[src/scfla_ram.sv]
// Generic single-port RAM with registered read data.
// No dependencies.
module scfla_ram #(
    parameter int WIDTH = 8,
    parameter int DEPTH = 64
) (
    input  logic                     i_clk,
    input  logic [$clog2(DEPTH)-1:0] i_addr,
    input  logic                     i_we,
    input  logic [WIDTH-1:0]         i_wdata,
    output logic [WIDTH-1:0]         o_rdata
);

    logic [WIDTH-1:0] r_mem [DEPTH];

    always_ff @(posedge i_clk) begin
        if (i_we) begin
            r_mem[i_addr] <= i_wdata;
        end
        o_rdata <= r_mem[i_addr];
    end

endmodule

[config.mk]
export PLATFORM = sky130hd
export DESIGN_NAME = scfla_ram
export DESIGN_NICKNAME = d
export VERILOG_FILES = /design/src/scfla_ram.sv
export SDC_FILE = /design/constraint.sdc
export NUM_CORES = 1
export LEC_CHECK = 0
export ABC_AREA = 1
export BUFFER_PORTS_ARGS = -buffer_cell sky130_fd_sc_hd__buf_4
export CAP_MARGIN = 20
export CORE_MARGIN = 3
export CORE_UTILIZATION = 50
export DETAILED_ROUTE_END_ITERATION = 12
export PLACE_DENSITY_LB_ADDON = 0.05
export SLEW_MARGIN = 10
export SYNTH_ARGS = -nofsm -noshare
export SYNTH_HDL_FRONTEND = slang
export SYNTH_SLANG_ARGS = --single-unit
export TNS_END_PERCENT = 1
[constraint.sdc]
create_clock -name i_clk -period 2.61 [get_ports i_clk]
set_input_delay 0.261 -clock i_clk [delete_from_list [all_inputs] [get_ports i_clk]]
set_output_delay 0.261 -clock i_clk [all_outputs]
set_load 0.1 [all_outputs]
Word level (Yosys, flattened, before mapping)
Memory sizes are Yosys's and may differ from the RTL's. A register that Yosys moved wholly into a read port is not among the register bits.
Index checks and enable logic that the tools add are counted.
{"block": "op_classes", "n_mux": 2}
{"operator": "1-bit 2-to-1 mux", "count": 2}
{"block": "word_totals", "ff_bits": 0, "ram_bits": 512, "output_inout_bits": 8, "wordCells": 3, "mem_count": 1}
{"memory": "r_mem", "words": 64, "word_bits": 8, "rd": 1, "rd_clocked_by_memory_dff": 1, "wr": 1, "line": "14", "source": "logic [WIDTH-1:0] r_mem [DEPTH];"}

Logic depth before layout (Yosys ltp)
{"block": "logic_depth", "depth_word": 2, "ltp_mapped": 13}

Worst setup path after synthesis
OpenSTA, ideal clock, no wires.
{"block": "synth_path", "path_kind": "input port to flip-flop", "start": "in i_addr[3]", "end": "mem r_mem[41][0] (enable)", "arrival_time_ps": 1835, "path_slack_ps": 380, "stages": 5, "cell_sequence": "buf_2 -> inv_2 -> nor3_2 -> inv_2 -> nor4_1"}
{"element": "start, declared", "line": "8", "source": "input logic [$clog2(DEPTH)-1:0] i_addr,"}
{"element": "end, declared", "line": "14"}
No word-level cell before the write port.

==> impl_metrics.toml <==
[outcome]
run_status = "finished clean"

[synth]
yosys.area.top_type = "edfxtp_1"
synth_compound_area_share_pct = 0.3292
syn_inst = 2167
yosysSeqAreaShare_pct = 70.47
post_synth.cell_area_avg_um2 = 10.17
synth.top_cell.area_share_pct = 69.74
syn_nets = 2183
synth-xor-area-share_pct = 0
synth_top_family_by_area = "simple AND/OR/NAND/NOR gates"
synthTopCellsByArea = "edfxtp_1, nand2_1, nor2_1, buf_2, buf_6"
synth.cell_area_um2 = 22040
yosys_warnings = 0
synth_seq_cells = 520
muxShareOfSynthArea_pct = 0
yosys.area_share.adder_pct = 0
synthSimpleGateAreaFrac_pct = 26.05
synth.distinct_cells = 22

[route]
via_per_inst = 5.115
drt_first_pass_iters = 6
wl_um = 55940
routedWlPerCell_um = 19.51
drt_iter0_drc = 1288
drc = 0
vias = 14670
drtAntennaViolNets = 0

[timing]
maxSlewHeadroom_pct = 38.83
period_needed_ns = 1.624
maxSlewViolCount = 0
fmax_mhz = 615.7
finalSetupTns_ns = 0
finClkSkew_ns = 0.01283
tightest_slew_ns = 0.9175
fin_crit_sh_pct = 62.23
holdWs_ns = 0.2745
setup_slack_ns = 0.9859
final-setup-viol-count = 0
rsz0062_at_grt = "no"
finalHoldViolCount = 0

[global_route]
grt_max_degree = 93
grt_overflow = 0
antenna_found_initial = 0
grt_pass1_vias = 14450
grt_pass1_wl_um = 85820
track_usage_pct = 24.22

[floorplan]
initial_core_util_pct = 50.95
row_count = 76
die_h_um = 216.0
die_area_um2 = 46650
ios = 24
die_w_um = 216.0
core-area_um2 = 43270

[worst_setup_path]
r2r-end = "o_rdata[2]$_DFF_P_"
cp.arrival_ns = 2.08
crit_type = "in2reg"
rr_startpoint = "r_mem[33][2]$_DFFE_PP_"
path_buf_inv = 3
reg2reg_setup_slack_ns = 1.05
crit_family = "simple AND/OR/NAND/NOR gates"
end_kind = "register"
critPathMaxStageDelay_ns = 0.28
r2r_cells = 10
start_kind = "input pin"
crit_path_frequent_cell = "nand2_1"
path_max_fanout = 35
cp_slowest_cell = "nor2_1"
cp.required_ns = 3.07
cp_cell_sequence = "clkbuf_8 -> inv_6 -> buf_4 -> nand2_1 -> nand2_1 -> nand2_1 -> nand2_1 -> nand2_1 -> nand2_1 -> nand2_1 -> nand2_1 -> nor2_1 -> nand2_1"

[cells_and_area]
drive_gt1_share_pct = 9.947
fillers = 3723
num_antenna_cells = 0
syn2layout_area_growth_pct = 13.36
finalCoreUtilization_pct = 57.76
final_nets = 2258

[worst_hold_path]
hold_class = "in2reg"
whs_path_depth = 1
min_from = "i_wdata[6]"
min_to = "r_mem[19][6]$_DFFE_PP_"

[place]
pre_cts_slack_ns = 0.3765
io_buffers = 23
dp_hpwl_um = 32440
gp_congestion = 0.8459

[power]
p_leak_nw = 10.53
irDropWorstVdd_mv = 0.7587
power_w = 0.01825
p_per_area_nw_per_um2 = 730.4

[cts]
clockRootBuffer = "clkbuf_16"
cts_resized = 0
post-cts-setup-buffer-count = 0
clk_pin_slew_worst_paths_ns = 0.06
numCtsBuffers = 53
cts_sinks = 520
holdBufCountCts = 0
htree_levels = 2
cts_tree = "done"
worst_skew_pair.late_latency_ns = 0.59
cts_buffer_depth = 3

[flow_run]
drv_cap = 0
-- where the power goes --
group / switching [W] / total, W / internal [W] / leakage, nW
clock: 0.00313 / 0.00774 / 0.00461 / 0.889
sequential: 0.0000270 / 0.00927 / 0.00925 / 4.67
combinational: 0.000952 / 0.00124 / 0.000290 / 4.97
-- placed cells by master, fill, tap and decap left out --
cell,instances
clkbuf_8,5
o21ai_1,6
nand4_1,2
nand3_1,13
or2_2,3
clkbuf_16,53
o211ai_1,5
nor4_1,2
clkinv_1,3
inv_4,1
inv_1,25
edfxtp_1,512
clkinvlp_4,2
dfxtp_1,8
clkbuf_1,4
bufinv_16,8
nor3_2,8
inv_6,1
clkinv_2,20
buf_12,8
inv_8,1
o21ai_0,1
nand2_1,1384
inv_2,3
nor2_1,87
buf_4,112
or2_1,3
nor2_2,2
-- final cells by class --
class                   count  area, µm²  share of cell area (%)
repair buffers            121       1015                   4.060
flip-flops and latches    520      15530                   62.16
well taps                 585      732.0                   2.929
inverters                  30      120.1                  0.4806
multi-input cells        1516       5814                   23.27
clock buffers              61       1396                   5.588
clock inverters            34      377.9                   1.512
-- kinds of logic (layout without fill, tap and decap cells) --
logic type	Yosys count	after routing
DFF	520	520
buffers and inverters	131	246
and+or+nand+nor	1504	1504
AOI/OAI and AO/OA	12	12
-- stage by stage --
| step | cells | cell area, µm² |
|---|---|---|
| finish | 2867 | 24990 |
| global route | 2867 | 24990 |
| CTS | 2867 | 24990 |
| detailed placement | 2772 | 23220 |
| global placement | 2772 | 23220 |
| floorplan | 2167 | 22040 |
-- worst max path at each step --
stage,depth (start not counted),end,startpoint,slack (ns)
CTS,1,o_rdata[0],o_rdata[0]$_DFF_P_,1.01
finish,13,o_rdata[2]$_DFF_P_,i_addr[0],0.99
floorplan,5,r_mem[41][0]$_DFFE_PP_,i_addr[3],0.38
detailed placement,5,r_mem[58][1]$_DFFE_PP_,i_addr[0],0.38
global route,13,o_rdata[2]$_DFF_P_,i_addr[0],0.86
global placement,13,o_rdata[2]$_DFF_P_,i_addr[0],0.41
-- flip-flops by register name, summed over array words and instances (netlist names) --
| signal | count |
|---|---|
| o_rdata | 8 |
| r_mem | 512 |
-- cells in the mapped netlist --
cell type,n
or2_1,3
nand3_1,13
buf_2,52
buf_4,7
edfxtp_1,512
inv_1,25
o21ai_1,6
o211ai_1,5
nor3_2,8
dfxtp_1,8
nor2_2,2
nor4_1,2
nand2_1,1384
buf_1,4
buf_6,15
or2_2,3
clkbuf_1,23
inv_2,4
nor2_1,87
o21ai_0,1
nand4_1,2
clkinv_1,1
-- metal layers --
metal | up-vias | part of all wire [%] | track usage (%)
met5 | - | 0 | 0
met4 | 0 | 2.5 | 6.500
met3 | 89 | 6.7 | 4.492
met2 | 425 | 48 | 40.04
met1 | 7010 | 43 | 33.35
li1 | 7142 | - | -
No activity file was read; power rests on OpenSTA's default activity.
