### config.mk
export PLATFORM = sky130hd
export DESIGN_NAME = scfla_class_dec
export DESIGN_NICKNAME = d
export VERILOG_FILES = /design/src/scfla_pkg.sv /design/src/scfla_class_dec.sv
export SDC_FILE = /design/constraint.sdc
export NUM_CORES = 1
export LEC_CHECK = 0
export BUFFER_PORTS_ARGS = -buffer_cell sky130_fd_sc_hd__buf_2
export CAP_MARGIN = 25
export CELL_PAD_IN_SITES_DETAIL_PLACEMENT = 0
export CELL_PAD_IN_SITES_GLOBAL_PLACEMENT = 2
export CORE_MARGIN = 2
export CORE_UTILIZATION = 26
export DETAILED_ROUTE_END_ITERATION = 10
export PLACE_DENSITY = 0.8
export SYNTH_ARGS = -nofsm -noshare
export SYNTH_HDL_FRONTEND = slang
export SYNTH_SLANG_ARGS = --single-unit
### constraint.sdc
create_clock -name vclk -period 2.05
set_input_delay 0.1025 -clock vclk [all_inputs]
set_output_delay 0.1025 -clock vclk [all_outputs]
set_load 0.05 [all_outputs]
### src/scfla_pkg.sv
// Package for the size-class free-list allocator: sizes, item structs,
// status codes and sequencer states. No dependencies.
package scfla_pkg;

    localparam int HEAP_BYTES   = 1048576;
    localparam int NUM_CLASSES  = 64;
    localparam int HEADER_BYTES = 16;

    localparam int UNIT_SHIFT = 8;
    localparam int UNIT_COUNT = HEAP_BYTES >> UNIT_SHIFT;
    localparam int UNIT_W     = $clog2(UNIT_COUNT);
    localparam int LINK_W     = UNIT_W + 1;
    localparam int CLASS_AW   = $clog2(NUM_CLASSES);
    localparam int POS_W      = $clog2(HEAP_BYTES) + 1;
    localparam int SUM_W      = POS_W + 1;

    // fixed field widths
    localparam int REQ_W      = 16;
    localparam int ADDR_W     = 20;
    localparam int CLASS_W    = 6;
    localparam int CHUNK_W    = 17;
    localparam int SLAB_W     = 17;
    localparam int LIMIT_W    = 21;
    localparam int CFG_IDX_W  = 2;
    localparam int CFG_DATA_W = 21;

    localparam logic [LINK_W-1:0]    EMPTY_MARK = LINK_W'(UNIT_COUNT);
    localparam logic [CFG_IDX_W-1:0] CFG_SLAB   = CFG_IDX_W'(0);
    localparam logic [CFG_IDX_W-1:0] CFG_LIMIT  = CFG_IDX_W'(1);
    localparam logic                 ACT_ALLOC  = 1'b0;
    localparam logic                 ACT_FREE   = 1'b1;

    typedef enum logic [1:0] {
        ST_OK       = 2'd0,
        ST_OOM      = 2'd1,
        ST_BAD_FREE = 2'd2
    } t_status;

    typedef enum logic [2:0] {
        S_IDLE,
        S_A_HEAD,
        S_R_END,
        S_FILL,
        S_A_LINK,
        S_F_TAG,
        S_F_HEAD
    } t_state;

    typedef struct packed {
        logic              action;
        logic [REQ_W-1:0]  request_bytes;
        logic [ADDR_W-1:0] release_address;
    } t_in_item;

    typedef struct packed {
        logic [ADDR_W-1:0]  payload_address;
        t_status            status;
        logic [CLASS_W-1:0] size_class;
    } t_out_item;

    typedef struct packed {
        logic [CLASS_W-1:0] cls;
        logic [CHUNK_W-1:0] chunk;
        logic               slab_refill;   // refill from a slab when list is empty
        logic               bad;           // class beyond the table
    } t_class_info;

    function automatic logic [ADDR_W-1:0] unit_to_payload(input logic [UNIT_W-1:0] unit);
        unit_to_payload = ADDR_W'({unit, {UNIT_SHIFT{1'b0}}}) + ADDR_W'(HEADER_BYTES);
    endfunction

endpackage

### src/scfla_class_dec.sv
// Size-class decode: header add, class number and chunk size of a request.
// Depends on scfla_pkg.
module scfla_class_dec (
    input  logic [scfla_pkg::REQ_W-1:0] i_request_bytes,
    output scfla_pkg::t_class_info      o_info
);
    import scfla_pkg::*;

    logic [REQ_W:0]   sum;
    logic [REQ_W+1:0] round;
    logic [4:0]       q_small;
    logic [5:0]       q_large;

    always_comb begin
        sum     = (REQ_W+1)'(i_request_bytes) + (REQ_W+1)'(HEADER_BYTES);
        round   = (REQ_W+2)'(sum) + (REQ_W+2)'(255);
        q_small = round[12:8];
        round   = (REQ_W+2)'(sum) + (REQ_W+2)'(4095);
        q_large = round[17:12];
        if (sum < (REQ_W+1)'(4096)) begin
            o_info.cls   = CLASS_W'(q_small);
            o_info.chunk = CHUNK_W'({q_small, 8'h00});
        end else begin
            o_info.cls   = CLASS_W'(q_large) + CLASS_W'(16);
            o_info.chunk = CHUNK_W'({q_large, 12'h000});
        end
        o_info.slab_refill = (sum <= (REQ_W+1)'(4096));
        o_info.bad         = (int'(o_info.cls) >= NUM_CLASSES);
    end

endmodule

* Yosys cells after proc, flatten, opt, wreduce, memory -nomap -nowiden
Cells that the tools add are included.
** Storage, ports and cells
- Register bits after elaboration :: 0
- Bits of input ports :: 16
- Output and inout bits :: 25
- Word-level logic and storage cells :: 7
** Cells by class
- Add/subtract/negate cells :: 4
- $lt $le $gt $ge :: 2
- Multiplexer cells :: 1
** Operators by type and width (count)
- $mux W23 :: 1
- $add A17 B12 Y18 const B :: 1
- $add A16 B5 Y17 const B :: 1
- $le A17 B13 Y1 const B :: 1
- $lt A17 B13 Y1 const B :: 1
- $add A13 B8 Y13 const B :: 1
- $add A6 B5 Y6 const B :: 1

* Depth between registers and ports, before layout
Gate-level depths: netlist of the first run.
- Depth in word-level cells :: 4
- Gate-level depth with buffers :: 7
- Mapped depth without buffers :: 7

* Least setup slack after synthesis of the first run
OpenSTA, ideal clock, no wires.
- Path type :: input-to-output
- Start point :: input i_request_bytes[4] (netlist name)
- End point :: output o_info[22] (netlist name)
- Arrival :: 2571 ps
- Required time :: 1947 ps
- Slack :: -624 ps
- Stages :: 7
- Cell sequence :: ha_1 nand3_2 xor2_2 a31oi_4 o311ai_2 xnor2_1 o21bai_1
** RTL lines
- start, declared :: RTL line scfla_class_dec.sv:4 : input logic [scfla_pkg::REQ_W-1:0] i_request_bytes,
- end, declared :: RTL line scfla_class_dec.sv:5 : output scfla_pkg::t_class_info o_info

==> flow_summary.toml, run 1 <==
[floorplanning]
dieArea_mm2 = 0.00378
rows = 20
die_y_um = 61.5
die_w_um = 61.5
ioPinCount = 41
design.core.area_mm2 = 0.00310
start_util_pct = 27.7

[cells_and_area]
areaGrowthSynthToFinish_pct = 80.3
seq_area_um2 = 0
final_cell_area_mm2 = 0.00155
n_antenna_cell = 0
n_clock_buffer = 0
multi_input_area_mm2 = 0.00102
n_sequential_cell = 0
nets = 191
fin_util_pct = 50.0
final_layout_size_suffix_gt1_share_pct = 61.4
final.fill_count = 310

[global_routing]
antenna_found_initial = 0
grt_overflow = 0
first_global_vias = 896
grt_max_degree = 9
track_usage_pct = 13.8
grt_pass1_wl_mm = 4.00

[pwr]
seqPwrFrac_pct = 0
swShare_pct = 61.7
vdd_drop_max_mv = 0.0786
cellPowerDensity_mw_per_mm2 = 249
leakage_nw = 0.635
internal-power_mw = 0.148
comb_power_share_pct = 100.0
netSwitchingPower_mw = 0.238
p_clk_share_pct = 0

[placement]
hpwl_mm = 2.27
finalWeightedCongestion = 0.865
place_area_mm2 = 0.00137
port_buffers = 32

[sta]
setup_viol_count_final = 1
post-route-min-period_ns = 2.08
finalCritPeriodShare_pct = 101
timing.final.ws_setup_ns = -0.0273
rsz0062_at_grt = "yes"
slew_violations = 0
hold_viol = 0
fin_tns_setup_ns = -0.0273
max_freq_mhz = 481

[critical_path]
crit_path_end = "o_info[20]"
path_class = "in -> out"
critPathRequiredTime_ns = 1.95
worstSetupEndpointType = "output port"
cp_max_fo = 5
cp_data_arrival_time_ns = 1.97
cp-start-kind = "primary input"
startpoint = "i_request_bytes[3]"

[drt]
drc = 0
wire_per_inst_um = 12.8
drt-total-wl_mm = 2.75
antenna_violating_nets_post_route = 0
via_per_inst = 4.89
route.vias.total = 1051
dr.pass1.iters = 4
dr.first_iter.drc_count = 39

[logic_synthesis]
syn_inst = 109
synthTopCellsByArea = "xnor2_1 (10%), buf_4 (8.7%), xor2_2 (5.7%)"
syn-cell-area_um2 = 860
yosysTopAreaCell = "xnor2_1"
ys_warn_count = 0
yosysSeqAreaShare_pct = 0
synthDistinctLibCells = 53
syn_avg_cell_area_um2 = 7.89
netlist.area_leader.share_pct = 10.2

[hold_path]
worstHoldStart = "i_request_bytes[11]"
hold_path_class = "in -> out"

[outcome]
status = "finished, violations left"
violations = "negative setup slack"

[cts]
postCtsHoldBufs = 0

[flow_run]
cap_violations = 0
==> synth_stat cells, drive strengths merged, types with 2 or more instances <==
cell type	instances
nand4	3
o21ai	5
o21a	3
a31oi	2
or2b	2
nor3	5
and2	2
xnor2	10
xor2	5
o21bai	2
or2	2
nand3	5
ha	2
o41ai	2
inv	3
a21o	2
a31o	2
buf	10
nor2	11
nand2	4
o311ai	3
a21oi	4
nor4	2
==> logic make-up (layout without fill, tap and decap cells) <==
family	after synthesis	in the layout	synth area share [%]
AO/OA/AOI/OAI	35	35	34.8
AND/OR/NAND/NOR	42	42	32.6
buffers and inverters	13	67	10.0
adder cells (fa/ha/maj)	2	2	2.91
multiplexers	1	1	1.31
other	1	9	0.436
XOR/XNOR	15	15	17.9
==> layer usage <==
metal	track usage, %	routed length, um	share of wire [%]	vias up
li1	-	-	-	523
met3	0.630	117	4.3	4
met1	17.3	1130	41	483
met5	0	0	0	-
met2	26.8	1470	53	41
met4	1.22	39	1.4	0
==> power by group through the flow <==
stage | combinational (mW) | sequential [mW] | clock [mW]
floorplan | 0.246 | 0 | 0
global placement | 0.340 | 0 | 0
detailed placement | 0.342 | 0 | 0
CTS | 0.366 | 0 | 0
global route | 0.408 | 0 | 0
finish | 0.386 | 0 | 0
==> worst max-delay path: stages <==
cell     delay (ns)
buf_6          0.09
or4_4          0.59
nor3_1         0.28
a21oi_2        0.11
o31ai_4        0.18
buf_4          0.16
xnor2_4        0.07
or2_4          0.25
buf_8          0.15
==> how the worst min path moves through the flow <==
stage	to	slack, ns	cells past startpoint
after detailed placement	o_info[1]	0.77	4
after CTS	o_info[13]	0.73	4
after floorplan	o_info[13]	0.48	2
after global routing	o_info[13]	0.71	4
after global placement	o_info[1]	0.77	4
final	o_info[13]	0.69	4
==> final cells by class <==
class	count	share of cell area (%)
repair buffers	64	30.0
well taps	44	3.55
multi-input cells	104	65.7
inverters	3	0.726
==> cells in the final DEF, fill, tap and decap left out, types with 2 or more instances in the layout <==
cell type / Yosys / layout
a21oi_1: 4 / 2
a31oi_4: 1 / 2
and2_1: 2 / 2
buf_2: 0 / 21
buf_4: 10 / 34
buf_6: 0 / 6
buf_8: 0 / 2
conb_1: 1 / 9
inv_1: 3 / 3
nand2_1: 4 / 4
nand3_1: 2 / 2
nand3_2: 3 / 3
nor2_1: 10 / 6
nor2_2: 0 / 2
nor2_4: 1 / 3
nor3_1: 4 / 4
o21a_1: 3 / 3
o21ai_1: 3 / 3
o311ai_1: 2 / 2
o41ai_1: 2 / 2
xnor2_1: 10 / 5
xnor2_2: 0 / 3
xnor2_4: 0 / 2
xor2_1: 2 / 2
xor2_2: 3 / 2
==> what timing repair did <==
item | 4_1_cts | 5_1_grt
resized for setup | 18 | 23
endpoints found under the setup margin | 11 | 13
setup buffers | 1 | 0
pin swaps | 2 | 7
==> per-stage QoR <==
stage          hold slack, ns  setup WS, ns  power [mW]  cells
4_1_cts                 0.728       0.00303       0.366    215
3_3_place_gp            0.772        -0.119       0.340    214
3_5_place_dp            0.772        -0.160       0.342    214
2_1_floorplan           0.484        -0.150       0.246    117
6_report                0.687       -0.0273       0.386    215
5_1_grt                 0.710       -0.0626       0.408    215
(Power assumes the default switching activity.)
==> run 2, diff against run 1 <==
--- a/config.mk
+++ b/config.mk
@@ -13,6 +13,7 @@
 export CORE_UTILIZATION = 26
 export DETAILED_ROUTE_END_ITERATION = 10
 export PLACE_DENSITY = 0.8
+export REMOVE_ABC_BUFFERS = 1
 export SYNTH_ARGS = -nofsm -noshare
 export SYNTH_HDL_FRONTEND = slang
 export SYNTH_SLANG_ARGS = --single-unit
==> flow_summary.toml, run 2 (same netlist as run 1, synthesis figures left out) <==
[outcome]
status = "complete, no violations"

[sta]
slew_violations = 0
whs_ns = 0.705
post-route-min-period_ns = 1.99
hold_viol = 0
finalCritPeriodShare_pct = 97.2
fin_tns_setup_ns = 0
setup_viol_count_final = 0
max_freq_mhz = 502
rsz0062_at_grt = "yes"

[floorplanning]
design.core.area_mm2 = 0.00310
rows = 20
ioPinCount = 41
start_util_pct = 27.7
dieArea_mm2 = 0.00378
die_y_um = 61.5
die_w_um = 61.5

[placement]
hpwl_mm = 2.36
finalWeightedCongestion = 0.885
port_buffers = 32

[global_routing]
track_usage_pct = 15.2
first_global_vias = 973
grt_max_degree = 9
grt.busiest_layer = "met2"
grt_pass1_wl_mm = 4.49
grt_overflow = 0
use_met2_pct = 27.5
grt_use_met1_pct = 20.2
use_met3_pct = 0.630
antenna_found_initial = 0

[cells_and_area]
fin_util_pct = 45.8
n_sequential_cell = 0
n_antenna_cell = 0
seq_area_um2 = 0
n_clock_buffer = 0
final_layout_size_suffix_gt1_share_pct = 56.0
layout_commonest_cell = "buf_4"
final.fill_count = 336
layout_common_cells = "buf_4 (33), buf_2 (21), nor2_1 (9), xnor2_1 (9), conb_1 (9)"
areaGrowthSynthToFinish_pct = 65.4
nets = 188

[pwr]
vdd_drop_max_mv = 0.0690
cellPowerDensity_mw_per_mm2 = 247
leakage_nw = 0.583
finalPower_mw = 0.351

[critical_path]
worstSetupEndpointType = "output port"
cp-start-kind = "primary input"
cp_max_fo = 8
path_class = "in -> out"
critPathRequiredTime_ns = 1.95
cp_data_arrival_time_ns = 1.89

[drt]
via_per_inst = 4.95
dr.pass1.iters = 4
route.vias.total = 1050
drt-total-wl_mm = 2.92
drc = 0
antenna_violating_nets_post_route = 0
dr.first_iter.drc_count = 32
wire_per_inst_um = 13.8

[flow_run]
cap_violations = 0

[cts]
postCtsHoldBufs = 0

[hold_path]
hold_path_class = "in -> out"
## run 2: area by class of cell
class | count | area [um2] | area share [%]
timing repair buffer | 61 | 428 | 30.1
inverter | 3 | 11.3 | 0.792
multi-input combinational | 104 | 927 | 65.2
tap | 44 | 55.1 | 3.87
## run 2: worst paths after layout
check	slack (ns)	startpoint	depth (start not counted)	to
min	0.71	i_request_bytes[11]	4	o_info[23]
max	0.06	i_request_bytes[4]	10	o_info[22]
## run 2: per-stage QoR
| step | cell area (um2) | instances | setup WS [ns] |
|---|---|---|---|
| finish | 1420 | 212 | 0.0572 |
| CTS | 1280 | 211 | 0.0133 |
| floorplan | 815 | 107 | -0.624 |
| global placement | 1240 | 211 | -0.0911 |
| detailed placement | 1240 | 211 | -0.0950 |
| global route | 1420 | 212 | -0.0218 |
## run 2: power breakdown
| group | leakage, nW | switching (mW) | internal [mW] |
|---|---|---|---|
| Clock | 0 | 0 | 0 |
| Sequential | 0 | 0 | 0 |
| Combinational | 0.583 | 0.228 | 0.123 |
## run 2: metal layers
layer  part of all wire (%)  vias to the layer above
li1                       -                      521
met1                     44                      496
met2                     51                       31
met3                    4.1                        2
met4                   0.93                        0
met5                      0                        -
## run 2: worst max-delay path, stage by stage
cell,delay (ns)
buf_2,0.13
buf_6,0.14
ha_1,0.28
or2b_4,0.27
nor2_4,0.08
a211oi_1,0.07
a311o_1,0.33
xnor2_1,0.14
o21bai_1,0.12
buf_4,0.21
## run 2: timing repair
| action | CTS | global route |
|---|---|---|
| resized for setup | 11 | 30 |
| endpoints found under the setup margin | 10 | 14 |
| buffers inserted | 0 | 1 |
| pin swaps | 3 | 14 |
